`config.mk`:
```
export PLATFORM = sky130hd
export DESIGN_NAME = attribute_name_validator_core
export DESIGN_NICKNAME = d
export VERILOG_FILES = /design/src/anv_pkg.sv /design/src/attribute_name_validator_core.sv /design/src/anv_classify.sv /design/src/anv_checker.sv
export SDC_FILE = /design/constraint.sdc
export NUM_CORES = 1
export LEC_CHECK = 0
export BUFFER_PORTS_ARGS = -buffer_cell sky130_fd_sc_hd__buf_2
export CAP_MARGIN = 20
export CELL_PAD_IN_SITES_DETAIL_PLACEMENT = 2
export CELL_PAD_IN_SITES_GLOBAL_PLACEMENT = 2
export CORE_ASPECT_RATIO = 1.5
export CORE_MARGIN = 2
export CORE_UTILIZATION = 30
export CTS_CLUSTER_SIZE = 30
export DETAILED_ROUTE_END_ITERATION = 8
export PLACE_DENSITY_LB_ADDON = 0.1
export SYNTH_ARGS = -nofsm -noshare
export SYNTH_HDL_FRONTEND = slang
export SYNTH_SLANG_ARGS = --single-unit
```
`constraint.sdc`:
```
create_clock -name i_clk -period 1.7 [get_ports i_clk]
set_input_delay 0.255 -clock i_clk [delete_from_list [all_inputs] [get_ports i_clk]]
set_output_delay 0.255 -clock i_clk [all_outputs]
set_load 0.005 [all_outputs]
```
`src/anv_pkg.sv`:
```
// ----------------------------------------------------------------------------
// anv_pkg
// Shared types and character constants for the attribute name validator.
// ----------------------------------------------------------------------------
package anv_pkg;

    localparam logic [7:0] CHAR_NUL   = 8'h00;
    localparam logic [7:0] CHAR_COLON = 8'h3A;
    localparam logic [7:0] CHAR_SLASH = 8'h2F;
    localparam logic [7:0] CHAR_UNDER = 8'h5F;
    localparam logic [7:0] CHAR_DOT   = 8'h2E;
    localparam logic [7:0] CHAR_DASH  = 8'h2D;

    localparam logic [7:0] LEAD2_MASK = 8'hE0;
    localparam logic [7:0] LEAD2_CODE = 8'hC0;
    localparam logic [7:0] LEAD3_MASK = 8'hF0;
    localparam logic [7:0] LEAD3_CODE = 8'hE0;
    localparam logic [7:0] LEAD4_MASK = 8'hF8;
    localparam logic [7:0] LEAD4_CODE = 8'hF0;

    typedef struct packed {
        logic       is_zero;
        logic       is_colon;
        logic       is_slash;
        logic       is_high;
        logic       is_letter;
        logic       is_tail_ok;
        logic [1:0] lead_skip;
    } t_char_class;

    typedef struct packed {
        logic name_valid;
        logic accepted_as_iri;
    } t_verdict;

endpackage

```
`src/attribute_name_validator_core.sv`:
```
// ----------------------------------------------------------------------------
// attribute_name_validator_core
// Streaming attribute name checker, one byte per transaction.
// ----------------------------------------------------------------------------
// Bytes of a name arrive one per input transaction and a zero byte ends the
// name; only the terminator yields an output transaction, carrying the verdict
// and whether "://" occurred. Each byte is captured in an input register and
// retired from it through the grammar state; a terminator's verdict goes on
// into the result register. One byte is accepted every cycle while no
// terminator stalls. Non-zero bytes keep flowing while a verdict waits to
// be taken; only a second terminator stalls behind an untaken one.
// ----------------------------------------------------------------------------
module attribute_name_validator_core (
    input  logic       i_clk,
    input  logic       i_rst_n,
    input  logic       i_in_valid,
    output logic       o_in_ready,
    input  logic [7:0] i_char_byte,
    output logic       o_out_valid,
    input  logic       i_out_ready,
    output logic       o_name_valid,
    output logic       o_accepted_as_iri
);
    import anv_pkg::*;

    logic        r_in_valid;
    logic [7:0]  r_in_byte;
    logic        r_out_valid;
    t_verdict    r_verdict;
    t_char_class w_class;
    t_verdict    w_verdict;
    logic        w_step;

    anv_classify u_classify (
        .i_char_byte (r_in_byte),
        .o_class     (w_class)
    );

    anv_checker u_checker (
        .i_clk     (i_clk),
        .i_rst_n   (i_rst_n),
        .i_step    (w_step),
        .i_class   (w_class),
        .o_verdict (w_verdict)
    );

    // a byte retires unless it is a terminator blocked by an untaken verdict
    assign w_step     = r_in_valid && (!w_class.is_zero || !r_out_valid || i_out_ready);
    assign o_in_ready = !r_in_valid || w_step;

    always_ff @(posedge i_clk) begin
        if (!i_rst_n) begin
            r_in_valid  <= 1'b0;
            r_out_valid <= 1'b0;
        end else begin
            if (o_in_ready) begin
                r_in_valid <= i_in_valid;
            end
            if (w_step && w_class.is_zero) begin
                r_out_valid <= 1'b1;
            end else if (i_out_ready) begin
                r_out_valid <= 1'b0;
            end
        end
    end

    always_ff @(posedge i_clk) begin
        if (o_in_ready && i_in_valid) begin
            r_in_byte <= i_char_byte;
        end
        if (w_step && w_class.is_zero) begin
            r_verdict <= w_verdict;
        end
    end

    assign o_out_valid       = r_out_valid;
    assign o_name_valid      = r_verdict.name_valid;
    assign o_accepted_as_iri = r_verdict.accepted_as_iri;

endmodule

```
`src/anv_classify.sv`:
```
// ----------------------------------------------------------------------------
// anv_classify
// Decodes one name byte into the character classes used by the checker.
// ----------------------------------------------------------------------------
module anv_classify (
    input  logic [7:0]           i_char_byte,
    output anv_pkg::t_char_class o_class
);
    import anv_pkg::*;

    always_comb begin
        o_class.is_zero    = (i_char_byte == CHAR_NUL);
        o_class.is_colon   = (i_char_byte == CHAR_COLON);
        o_class.is_slash   = (i_char_byte == CHAR_SLASH);
        o_class.is_high    = i_char_byte[7];
        o_class.is_letter  = ((i_char_byte >= 8'h41) && (i_char_byte <= 8'h5A))
                          || ((i_char_byte >= 8'h61) && (i_char_byte <= 8'h7A));
        o_class.is_tail_ok = ((i_char_byte >= 8'h30) && (i_char_byte <= 8'h39))
                          || (i_char_byte == CHAR_UNDER)
                          || (i_char_byte == CHAR_DOT)
                          || (i_char_byte == CHAR_DASH);
        if ((i_char_byte & LEAD2_MASK) == LEAD2_CODE) begin
            o_class.lead_skip = 2'd1;
        end else if ((i_char_byte & LEAD3_MASK) == LEAD3_CODE) begin
            o_class.lead_skip = 2'd2;
        end else if ((i_char_byte & LEAD4_MASK) == LEAD4_CODE) begin
            o_class.lead_skip = 2'd3;
        end else begin
            o_class.lead_skip = 2'd0;
        end
    end

endmodule

```
`src/anv_checker.sv`:
```
// ----------------------------------------------------------------------------
// anv_checker
// Per-name grammar state: segment phase, utf-8 skip count, error flag and
// the "://" matcher. Produces the verdict for the terminating byte.
// ----------------------------------------------------------------------------
module anv_checker (
    input  logic                 i_clk,
    input  logic                 i_rst_n,
    input  logic                 i_step,
    input  anv_pkg::t_char_class i_class,
    output anv_pkg::t_verdict    o_verdict
);
    import anv_pkg::*;

    typedef enum logic [1:0] {
        PH_NAME_START = 2'd0,
        PH_SEG_START  = 2'd1,
        PH_IN_SEG     = 2'd2
    } t_phase;

    t_phase     r_phase,    n_phase;
    logic [1:0] r_skip,     n_skip;
    logic       r_err,      n_err;
    logic [1:0] r_iri_prog, n_iri_prog;
    logic       r_iri_seen, n_iri_seen;
    logic       w_ok;

    always_comb begin
        o_verdict.accepted_as_iri = r_iri_seen;
        o_verdict.name_valid      = r_iri_seen || ((r_phase != PH_NAME_START) && !r_err);
    end

    always_comb begin
        n_phase    = r_phase;
        n_skip     = r_skip;
        n_err      = r_err;
        n_iri_prog = r_iri_prog;
        n_iri_seen = r_iri_seen;
        w_ok       = i_class.is_letter || ((r_phase == PH_IN_SEG) && i_class.is_tail_ok);

        if (i_class.is_zero) begin
            n_phase    = PH_NAME_START;
            n_skip     = 2'd0;
            n_err      = 1'b0;
            n_iri_prog = 2'd0;
            n_iri_seen = 1'b0;
        end else begin
            // "://" matcher
            if (i_class.is_colon) begin
                n_iri_prog = 2'd1;
            end else if (i_class.is_slash && (r_iri_prog == 2'd1)) begin
                n_iri_prog = 2'd2;
            end else if (i_class.is_slash && (r_iri_prog == 2'd2)) begin
                n_iri_seen = 1'b1;
                n_iri_prog = 2'd0;
            end else begin
                n_iri_prog = 2'd0;
            end

            // segment grammar
            if (i_class.is_colon) begin
                if (r_phase != PH_IN_SEG) begin
                    n_err = 1'b1;
                end
                n_phase = PH_SEG_START;
                n_skip  = 2'd0;
            end else if ((r_phase == PH_IN_SEG) && (r_skip != 2'd0)) begin
                n_skip = r_skip - 2'd1;
            end else if (i_class.is_high) begin
                n_skip  = i_class.lead_skip;
                n_phase = PH_IN_SEG;
            end else begin
                if (!w_ok) begin
                    n_err = 1'b1;
                end
                n_skip  = 2'd0;
                n_phase = PH_IN_SEG;
            end
        end
    end

    always_ff @(posedge i_clk) begin
        if (!i_rst_n) begin
            r_phase    <= PH_NAME_START;
            r_skip     <= 2'd0;
            r_err      <= 1'b0;
            r_iri_prog <= 2'd0;
            r_iri_seen <= 1'b0;
        end else if (i_step) begin
            r_phase    <= n_phase;
            r_skip     <= n_skip;
            r_err      <= n_err;
            r_iri_prog <= n_iri_prog;
            r_iri_seen <= n_iri_seen;
        end
    end

endmodule
```
==> results of run 1 <==
## sequential cells by signal (all words and copies together), names as in the netlist
register / cells
o_accepted_as_iri: 1
o_name_valid: 1
o_out_valid: 1
r_in_byte: 8
r_in_valid: 1
u_checker.r_err: 1
u_checker.r_iri_prog: 2
u_checker.r_iri_seen: 1
u_checker.r_phase: 2
u_checker.r_skip: 2
## layer usage
metal | wire [microns] | part of all wire | global-route usage
met1 | 1450 | 0.35 | 0.191
met2 | 2350 | 0.57 | 0.437
met3 | 112 | 0.027 | 0.0389
met4 | 221 | 0.053 | 0.0988
met5 | 0 | 0 | 0
## final timing paths
kind,end,slack (ps),cells past startpoint
hold / removal,r_in_byte[3],160,1
setup reg to reg,u_checker.r_err,-170,6
hold reg to reg,o_accepted_as_iri,470,0
setup / recovery,o_in_ready,-230,7
## layout make-up
cell class / instances / share of cell area
Multi-Input combinational cell: 67 / 0.348
Sequential cell: 20 / 0.313
Timing Repair Buffer: 54 / 0.246
Tap cell: 39 / 0.0305
Clock buffer: 3 / 0.0258
Clock inverter: 1 / 0.0188
Inverter: 8 / 0.0188
## kinds of logic (layout without fill, tap and decap cells)
kind of cell / count (synthesis) / count (layout)
DFF: 20 / 20
AOI/OAI and AO/OA: 26 / 26
adders and majority gates: 1 / 1
muxes: 1 / 1
xor gates and xnor gates: 1 / 1
buffers and inverters: 8 / 66
and+or+nand+nor: 38 / 38
## report_power, final
group	switching (mW)	internal [mW]	leakage, nW
logic	0.118	0.116	0.456
clock network	0.168	0.315	0.0357
registers	0.0281	0.530	0.178
## placed cells by master, fill, tap and decap left out, types with 4 or more instances in the layout
master	synthesis	routed
buf_4	0	34
buf_2	0	14
edfxtp_1	10	10
dfxtp_1	10	10
inv_1	8	7
a21oi_1	11	7
buf_6	0	6
nor2_1	8	5
nand2_1	7	4
## metrics by stage
| stage | TNS, ps | util | area (sq um) | worst slack, ps | instances |
|---|---|---|---|---|---|
| finish | -1360 | 0.544 | 1600 | -226 | 192 |
| global route | -2630 | 0.544 | 1600 | -300 | 192 |
| CTS | -442 | 0.490 | 1440 | -201 | 185 |
| detailed placement | -862 | 0.413 | 1220 | -97.9 | 169 |
| global placement | -23.8 | 0.413 | 1220 | -3.18 | 169 |
| floorplan | 0 | - | 942 | 36.8 | 95 |
## worst register-to-register path: stages, from the launching register on
cell and delay, ps:
edfxtp_1 470, nor2_2 90, buf_4 150, and2_4 160
a32o_2 240, a211o_1 300, a222oi_1 330
## timing repair
item / CTS / global route
setup buffers: 13 / 11
gates resized for setup: 17 / 24
pin swaps: 9 / 13
setup endpoints to repair: 11 / 16
==> impl_metrics.toml, run 1 <==
[yosys]
ys.flop_type = "edfxtp_1"
synth_compound_area_frac = 0.185
synthCells = 95
synth_most_common_cell = "a21oi_1"
yosysWarnings = 0
synth.net_count = 108
ys_types = 33
yosys.area.top_type = "edfxtp_1"
synth-seq-cells = 20
synthSimpleGateAreaFrac = 0.219
netlist_top_cells_count = "a21oi_1 (11), dfxtp_1 (10), edfxtp_1 (10), inv_1 (8), nor2_1 (8)"
synth_area_leaders = "edfxtp_1 (32%), dfxtp_1 (21%), a21oi_1 (5.8%), inv_1 (3.2%), nor2_1 (3.2%)"
synth-xor-area-share = 0.00930
syn_area_sq_um = 942
synth_top_family_by_area = "simple AND/OR/NAND/NOR gates"
ys_seq_area_frac = 0.531
syn_avg_cell_area_sq_um = 9.92
synth-edff-count = 10
synth_mux_area_frac = 0.0106
async_flop_share = 0
synthAdderAreaFrac = 0.0133
synth_top_area_share = 0.319

[worst_setup_path]
reg2reg_from = "r_in_byte[4]"
crit_path_frequent_cell = "buf_6"
startpoint = "r_in_byte[0]"
path_cells = "nor3_4 -> and3_4 -> nand2_4 -> nor2_4 -> buf_6 -> inv_2 -> buf_6"
cp_num_buf_inv = 3
max_stage_delay_ps = 480
cp_top_family = "simple AND/OR/NAND/NOR gates"
cp-end-kind = "output port"
crit_required_ps = 1440
startpoint_type = "flop"
cp.arrival_ps = 1670
critPathKind = "reg2out"
path_max_fanout = 2
crit_slowest_cell = "edfxtp_1"

[drt]
routed_wl_microns = 4130
vias = 1005
avgViaCountPerCell = 5.23
dr.pass1.iters = 4
drt-initial-drc-count = 22
drcViolationCount = 0
detail_route.wl_per_cell_microns = 21.5
ant_nets = 0

[sta]
relSlewSlack = 0.519
finalCriticalPeriod_ps = 1930
rsz0062_at_grt = "true"
fmax_mhz = 519
hold_viol = 0
fin_skew_ps = 3.34
fin_crit_sh = 1.13
setup_viol = 10
drv_slew = 0
final.setup.worst_slack_ps = -226
whs_ps = 161
worst_slew_pin_slew_ps = 720

[clock_tree]
cts_tree = "built"
cts_buffers = 3
htree_levels = 1
root_buffer = "clkbuf_8"
holdBufCountCts = 0
cts.sinks = 20
clk_pin_slew_ps = 80
ctsLongestPathBuffers = 2
worstSkewPairLatency_ps = 260

[global_route]
grt_pass1_vias = 1123
grt_max_degree = 13
antenna_found_initial = 0
grt_first_pass_wirelength_microns = 5550
grt_overflow = 0
grt_usage = 0.212

[placement]
hpwl_microns = 2310
port_buffers = 15
place.gp.congestion = 0.815

[layout]
register_area_sq_um = 500
multi_input_area_sq_um = 557
nets = 167
antenna_cells = 0
n_fill_cell = 320
syn2layout_area_growth_pct = 69.9
layout-drive-gt1-share = 0.556

[floorplanning]
dieWidth_microns = 49.8
row_count = 24
io-pin-count = 16
initial_core_util = 0.320
die_y_microns = 72.6
dieArea_sq_um = 3610
coreArea_sq_um = 2940

[run_status]
violations = "setup timing"
status = "finished with violations"

[power]
ir_drop_mv = 0.362
power_mw = 1.28
power.density_nw_per_um2 = 797
p_leak_nw = 0.670

[run]
drv_cap = 0

[hold_path]
hp-start = "i_char_byte[3]"
hold_path.class = "in2reg"
No activity file was read; power rests on OpenSTA's default activity.
==> inputs of run 2 (changes only) <==
--- a/config.mk
+++ b/config.mk
@@ -9,7 +9,7 @@
 export CAP_MARGIN = 20
 export CELL_PAD_IN_SITES_DETAIL_PLACEMENT = 2
 export CELL_PAD_IN_SITES_GLOBAL_PLACEMENT = 2
-export CORE_ASPECT_RATIO = 1.5
+export CORE_ASPECT_RATIO = 0.8
 export CORE_MARGIN = 2
 export CORE_UTILIZATION = 30
 export CTS_CLUSTER_SIZE = 30
==> impl_metrics.toml, run 2 (synthesis gave the netlist of run 1 again) <==
[run_status]
status = "finished with violations"
violations = "setup timing"

[power]
p_leak_nw = 0.581
ir_drop_mv = 0.499
power_mw = 1.06
power.density_nw_per_um2 = 735

[floorplanning]
io-pin-count = 16
dieArea_sq_um = 3610
dieWidth_microns = 66.7
initial_core_util = 0.310
die_y_microns = 54.1
row_count = 18
coreArea_sq_um = 3040

[worst_setup_path]
reg2reg_from = "r_in_byte[6]"
cp.arrival_ps = 1640
critPathKind = "reg2out"
cp-end-kind = "output port"
startpoint_type = "flop"
path_max_fanout = 3
worstRegToRegCells = 5
crit_required_ps = 1440
worstReg2RegEnd = "r_in_byte[0]"
reg2reg_setup_slack_ps = -80

[hold_path]
hp-start = "i_char_byte[7]"
whs_path_depth = 1
hold_path.class = "in2reg"
min_to = "r_in_byte[7]"

[sta]
fmax_mhz = 528
rsz0062_at_grt = "true"
drv_slew = 0
fin_skew_ps = 2.06
hold_viol = 0
setup_viol = 9
fin_tns_setup_ps = -833
whs_ps = 167
finalCriticalPeriod_ps = 1900
final.setup.worst_slack_ps = -195
fin_crit_sh = 1.11
relSlewSlack = 0.506
worst_slew_pin_slew_ps = 739

[global_route]
grt_first_pass_wirelength_microns = 4720
grt_overflow = 0
grt_usage = 0.184
antenna_found_initial = 0
grt_max_degree = 12
grt_pass1_vias = 981

[layout]
final_common_cell = "buf_4"
antenna_cells = 0
nets = 152
largest_register_ffs = 8
n_fill_cell = 318
layout.cells.non_filler = 178
mostFrequentLayoutCells = "buf_4 (20), buf_2 (14), a21oi_1 (10), edfxtp_1 (10), dfxtp_1 (10)"
multi_input_area_sq_um = 537
syn2layout_area_growth_pct = 52.7
register_area_sq_um = 500
max_flop_register = "r_in_byte"
layout-drive-gt1-share = 0.471

[drt]
vias = 891
ant_nets = 0
routed_wl_microns = 3080
drt-initial-drc-count = 28
avgViaCountPerCell = 5.01
drcViolationCount = 0
detail_route.wl_per_cell_microns = 17.3
dr.pass1.iters = 4

[clock_tree]
worstSkewPairLatency_ps = 260
htree_levels = 1
cts_buffers = 3
root_buffer = "clkbuf_8"
ctsLongestPathBuffers = 2
clk_pin_slew_ps = 80
cts.sinks = 20
cts_tree = "built"

[placement]
place.gp.congestion = 0.780
port_buffers = 15
pre_cts_ws_ps = -175
place_inst = 165
hpwl_microns = 2180

[run]
drv_cap = 0
==> run 2: what timing repair did <==
action	CTS	global route
endpoints found under the setup margin	14	14
gates resized for setup	15	21
setup buffers	7	5
pin swaps	7	11
hold buffers	0	0
==> run 2: how the worst max path moves through the flow <==
| stage | slack [ps] | startpoint | endpoint | cells after the start |
|---|---|---|---|---|
| 6_report | -200 | r_in_byte[6] | o_in_ready | 7 |
| 5_1_grt | -270 | r_in_byte[6] | o_in_ready | 7 |
| 4_1_cts | -180 | r_in_byte[5] | o_in_ready | 7 |
| 3_5_place_dp | -180 | r_in_byte[3] | r_in_byte[6] | 5 |
| 3_3_place_gp | -100 | r_in_byte[5] | o_in_ready | 7 |
| 2_1_floorplan | 40 | r_in_byte[0] | r_in_byte[0] | 5 |
==> run 2: final cells by class <==
type	count	share of cell area
timing repair buffer	39	0.192
clock inverter	1	0.00261
sequential	20	0.348
multi-input combinational	67	0.373
clock buffer	3	0.0287
tap	40	0.0348
inverter	8	0.0209
==> run 2: layer usage <==
layer  GRT usage  vias up  wire [microns]
li1            -      437               -
met1       0.218      439            1440
met2       0.342       15            1550
met3      0.0439        0              98
met4      0.0408        0               0
met5           0        -               0
==> run 2: power by group <==
part	leakage (nW)	switching (mW)	total (mW)	internal (mW)
combinational	0.379	0.0928	0.178	0.0848
clock	0.0231	0.164	0.325	0.161
sequential	0.178	0.0242	0.554	0.530
total	0.581	0.281	1.06	0.776
==> run 2: critical path, stage by stage (launching register included) <==
cell      delay, ps
edfxtp_1        470
nor3_4          260
and3_4          240
nand2_4          60
nor2_4          120
buf_6           110
inv_2            30
buf_6           100
==> run 2: through the flow <==
stage / instance area (sq um) / util
CTS: 1320 / 0.433
global route: 1440 / 0.473
global placement: 1180 / 0.388
floorplan: 942 / -
finish: 1440 / 0.473
detailed placement: 1180 / 0.388
==> inputs of run 3 (changes only) <==
--- a/config.mk
+++ b/config.mk
@@ -7,14 +7,13 @@
 export LEC_CHECK = 0
 export BUFFER_PORTS_ARGS = -buffer_cell sky130_fd_sc_hd__buf_2
 export CAP_MARGIN = 20
-export CELL_PAD_IN_SITES_DETAIL_PLACEMENT = 2
-export CELL_PAD_IN_SITES_GLOBAL_PLACEMENT = 2
 export CORE_ASPECT_RATIO = 0.8
 export CORE_MARGIN = 2
-export CORE_UTILIZATION = 30
+export CORE_UTILIZATION = 48
 export CTS_CLUSTER_SIZE = 30
 export DETAILED_ROUTE_END_ITERATION = 8
-export PLACE_DENSITY_LB_ADDON = 0.1
+export PLACE_DENSITY = 0.73
+export SLEW_MARGIN = 20
 export SYNTH_ARGS = -nofsm -noshare
 export SYNTH_HDL_FRONTEND = slang
 export SYNTH_SLANG_ARGS = --single-unit
==> impl_metrics.toml, run 3 (synthesis gave the netlist of run 1 again) <==
[run_status]
status = "finished with violations"
violations = "setup timing"

[sta]
fin_crit_sh = 1.11
drv_slew = 0
fin_skew_ps = 1.22
final.setup.worst_slack_ps = -186
fmax_mhz = 530
finalCriticalPeriod_ps = 1890
setup_viol = 2
rsz0062_at_grt = "true"
worst_slew_pin_slew_ps = 666
hold_viol = 0
relSlewSlack = 0.555
fin_tns_setup_ps = -284

[worst_setup_path]
cp_top_family = "simple AND/OR/NAND/NOR gates"
cp-end-kind = "output port"
max_stage_delay_ps = 440
path_cells = "nor3_2 -> and3_4 -> nand2_4 -> nor2_4 -> buf_6 -> inv_2 -> buf_2"
startpoint_type = "flop"
crit_slowest_cell = "edfxtp_1"
path_max_fanout = 2
critPathKind = "reg2out"
crit_required_ps = 1440
cp.arrival_ps = 1630
cp_num_buf_inv = 3

[global_route]
grt_first_pass_wirelength_microns = 3640
grt_pass1_vias = 823
grt_usage = 0.218
grt_overflow = 0
antenna_found_initial = 0
grt_max_degree = 13

[run]
drv_cap = 0

[drt]
detail_route.wl_per_cell_microns = 15.4
avgViaCountPerCell = 5.58
dr.pass1.iters = 4
vias = 926
routed_wl_microns = 2550
drt-initial-drc-count = 43
ant_nets = 0
drcViolationCount = 0

[layout]
largest_register_ffs = 8
nets = 156
syn2layout_area_growth_pct = 49.4
antenna_cells = 0
mostFrequentLayoutCells = "buf_4 (26), buf_2 (15), a21oi_1 (10), edfxtp_1 (10), dfxtp_1 (9)"
layout-drive-gt1-share = 0.479
max_flop_register = "r_in_byte"
final_common_cell = "buf_4"

[placement]
place.gp.congestion = 0.903
port_buffers = 15
hpwl_microns = 1620

[power]
p_sw_mw = 0.254
power_mw = 1.12
swShare = 0.227
ir_drop_mv = 0.695
power_frac_clock = 0.345
sequentialPowerShare = 0.495
intPower_mw = 0.862
p_leak_nw = 0.578
power.density_nw_per_um2 = 792
comb_power_share = 0.160

[clock_tree]
cts_tree = "built"
cts.sinks = 20
ctsLongestPathBuffers = 2
htree_levels = 1
worstSkewPairLatency_ps = 300
root_buffer = "clkbuf_4"
cts_buffers = 3
clk_pin_slew_ps = 110
holdBufCountCts = 0

[floorplanning]
initial_core_util = 0.503
die_y_microns = 43.6
dieArea_sq_um = 2340
dieWidth_microns = 53.5
row_count = 14
coreArea_sq_um = 1870
io-pin-count = 16

[hold_path]
hold_path.class = "in2reg"
## run 3: cell count changes in the layout (fill, tap and decap cells not counted), moves of 3 or more
cell      change
buf_4         +6
buf_6         -3
clkbuf_4      +3
clkbuf_8      -3
nor3_2        +4
nor3_4        -4
## run 3: power by group through the flow
stage,clock network (mW),logic [mW],registers (mW)
2_1_floorplan,0,0.0542,0.562
3_3_place_gp,0,0.122,0.560
3_5_place_dp,0,0.124,0.563
4_1_cts,0.384,0.137,0.550
5_1_grt,0.409,0.193,0.554
6_report,0.385,0.178,0.552
## run 3: layout make-up
type,count,area (sq um)
multi-input cells,67,500
fillers,121,467
flip-flops and latches,20,502
clock inverters,1,30.0
well taps,24,30.0
repair buffers,43,293
clock buffers,3,22.5
inverters,8,30.0
## run 3: stage by stage
| stage | utilization | hold slack (ps) | std cells | setup slack [ps] | instance area [sq um] |
|---|---|---|---|---|---|
| floorplan | - | 354 | 95 | 36.8 | 942 |
| global placement | 0.627 | 430 | 151 | 38.3 | 1170 |
| detailed placement | 0.627 | 433 | 151 | -29.4 | 1170 |
| CTS | 0.677 | 114 | 158 | -167 | 1270 |
| global route | 0.751 | 109 | 166 | -252 | 1410 |
| finish | 0.751 | 117 | 166 | -186 | 1410 |
## run 3: worst paths after layout
check | endpoint | cells after the start | slack (ps) | start
setup / recovery | o_in_ready | 7 | -190 | r_in_byte[6]
hold / removal | r_in_byte[7] | 1 | 120 | i_char_byte[7]
setup reg to reg | u_checker.r_err | 6 | -100 | r_in_byte[6]
hold reg to reg | o_accepted_as_iri | 0 | 470 | u_checker.r_iri_seen
## run 3: repair_timing
action	4_1_cts	5_1_grt
setup buffers	3	10
setup endpoints to repair	9	14
gates resized for setup	4	23
hold endpoints to repair	0	0
pin swaps	1	10
## run 3: routing by layer
layer	global-route usage	wire (microns)
met5	0	0
met4	0.0462	27
met3	0.0517	126
met2	0.346	1270
met1	0.304	1130
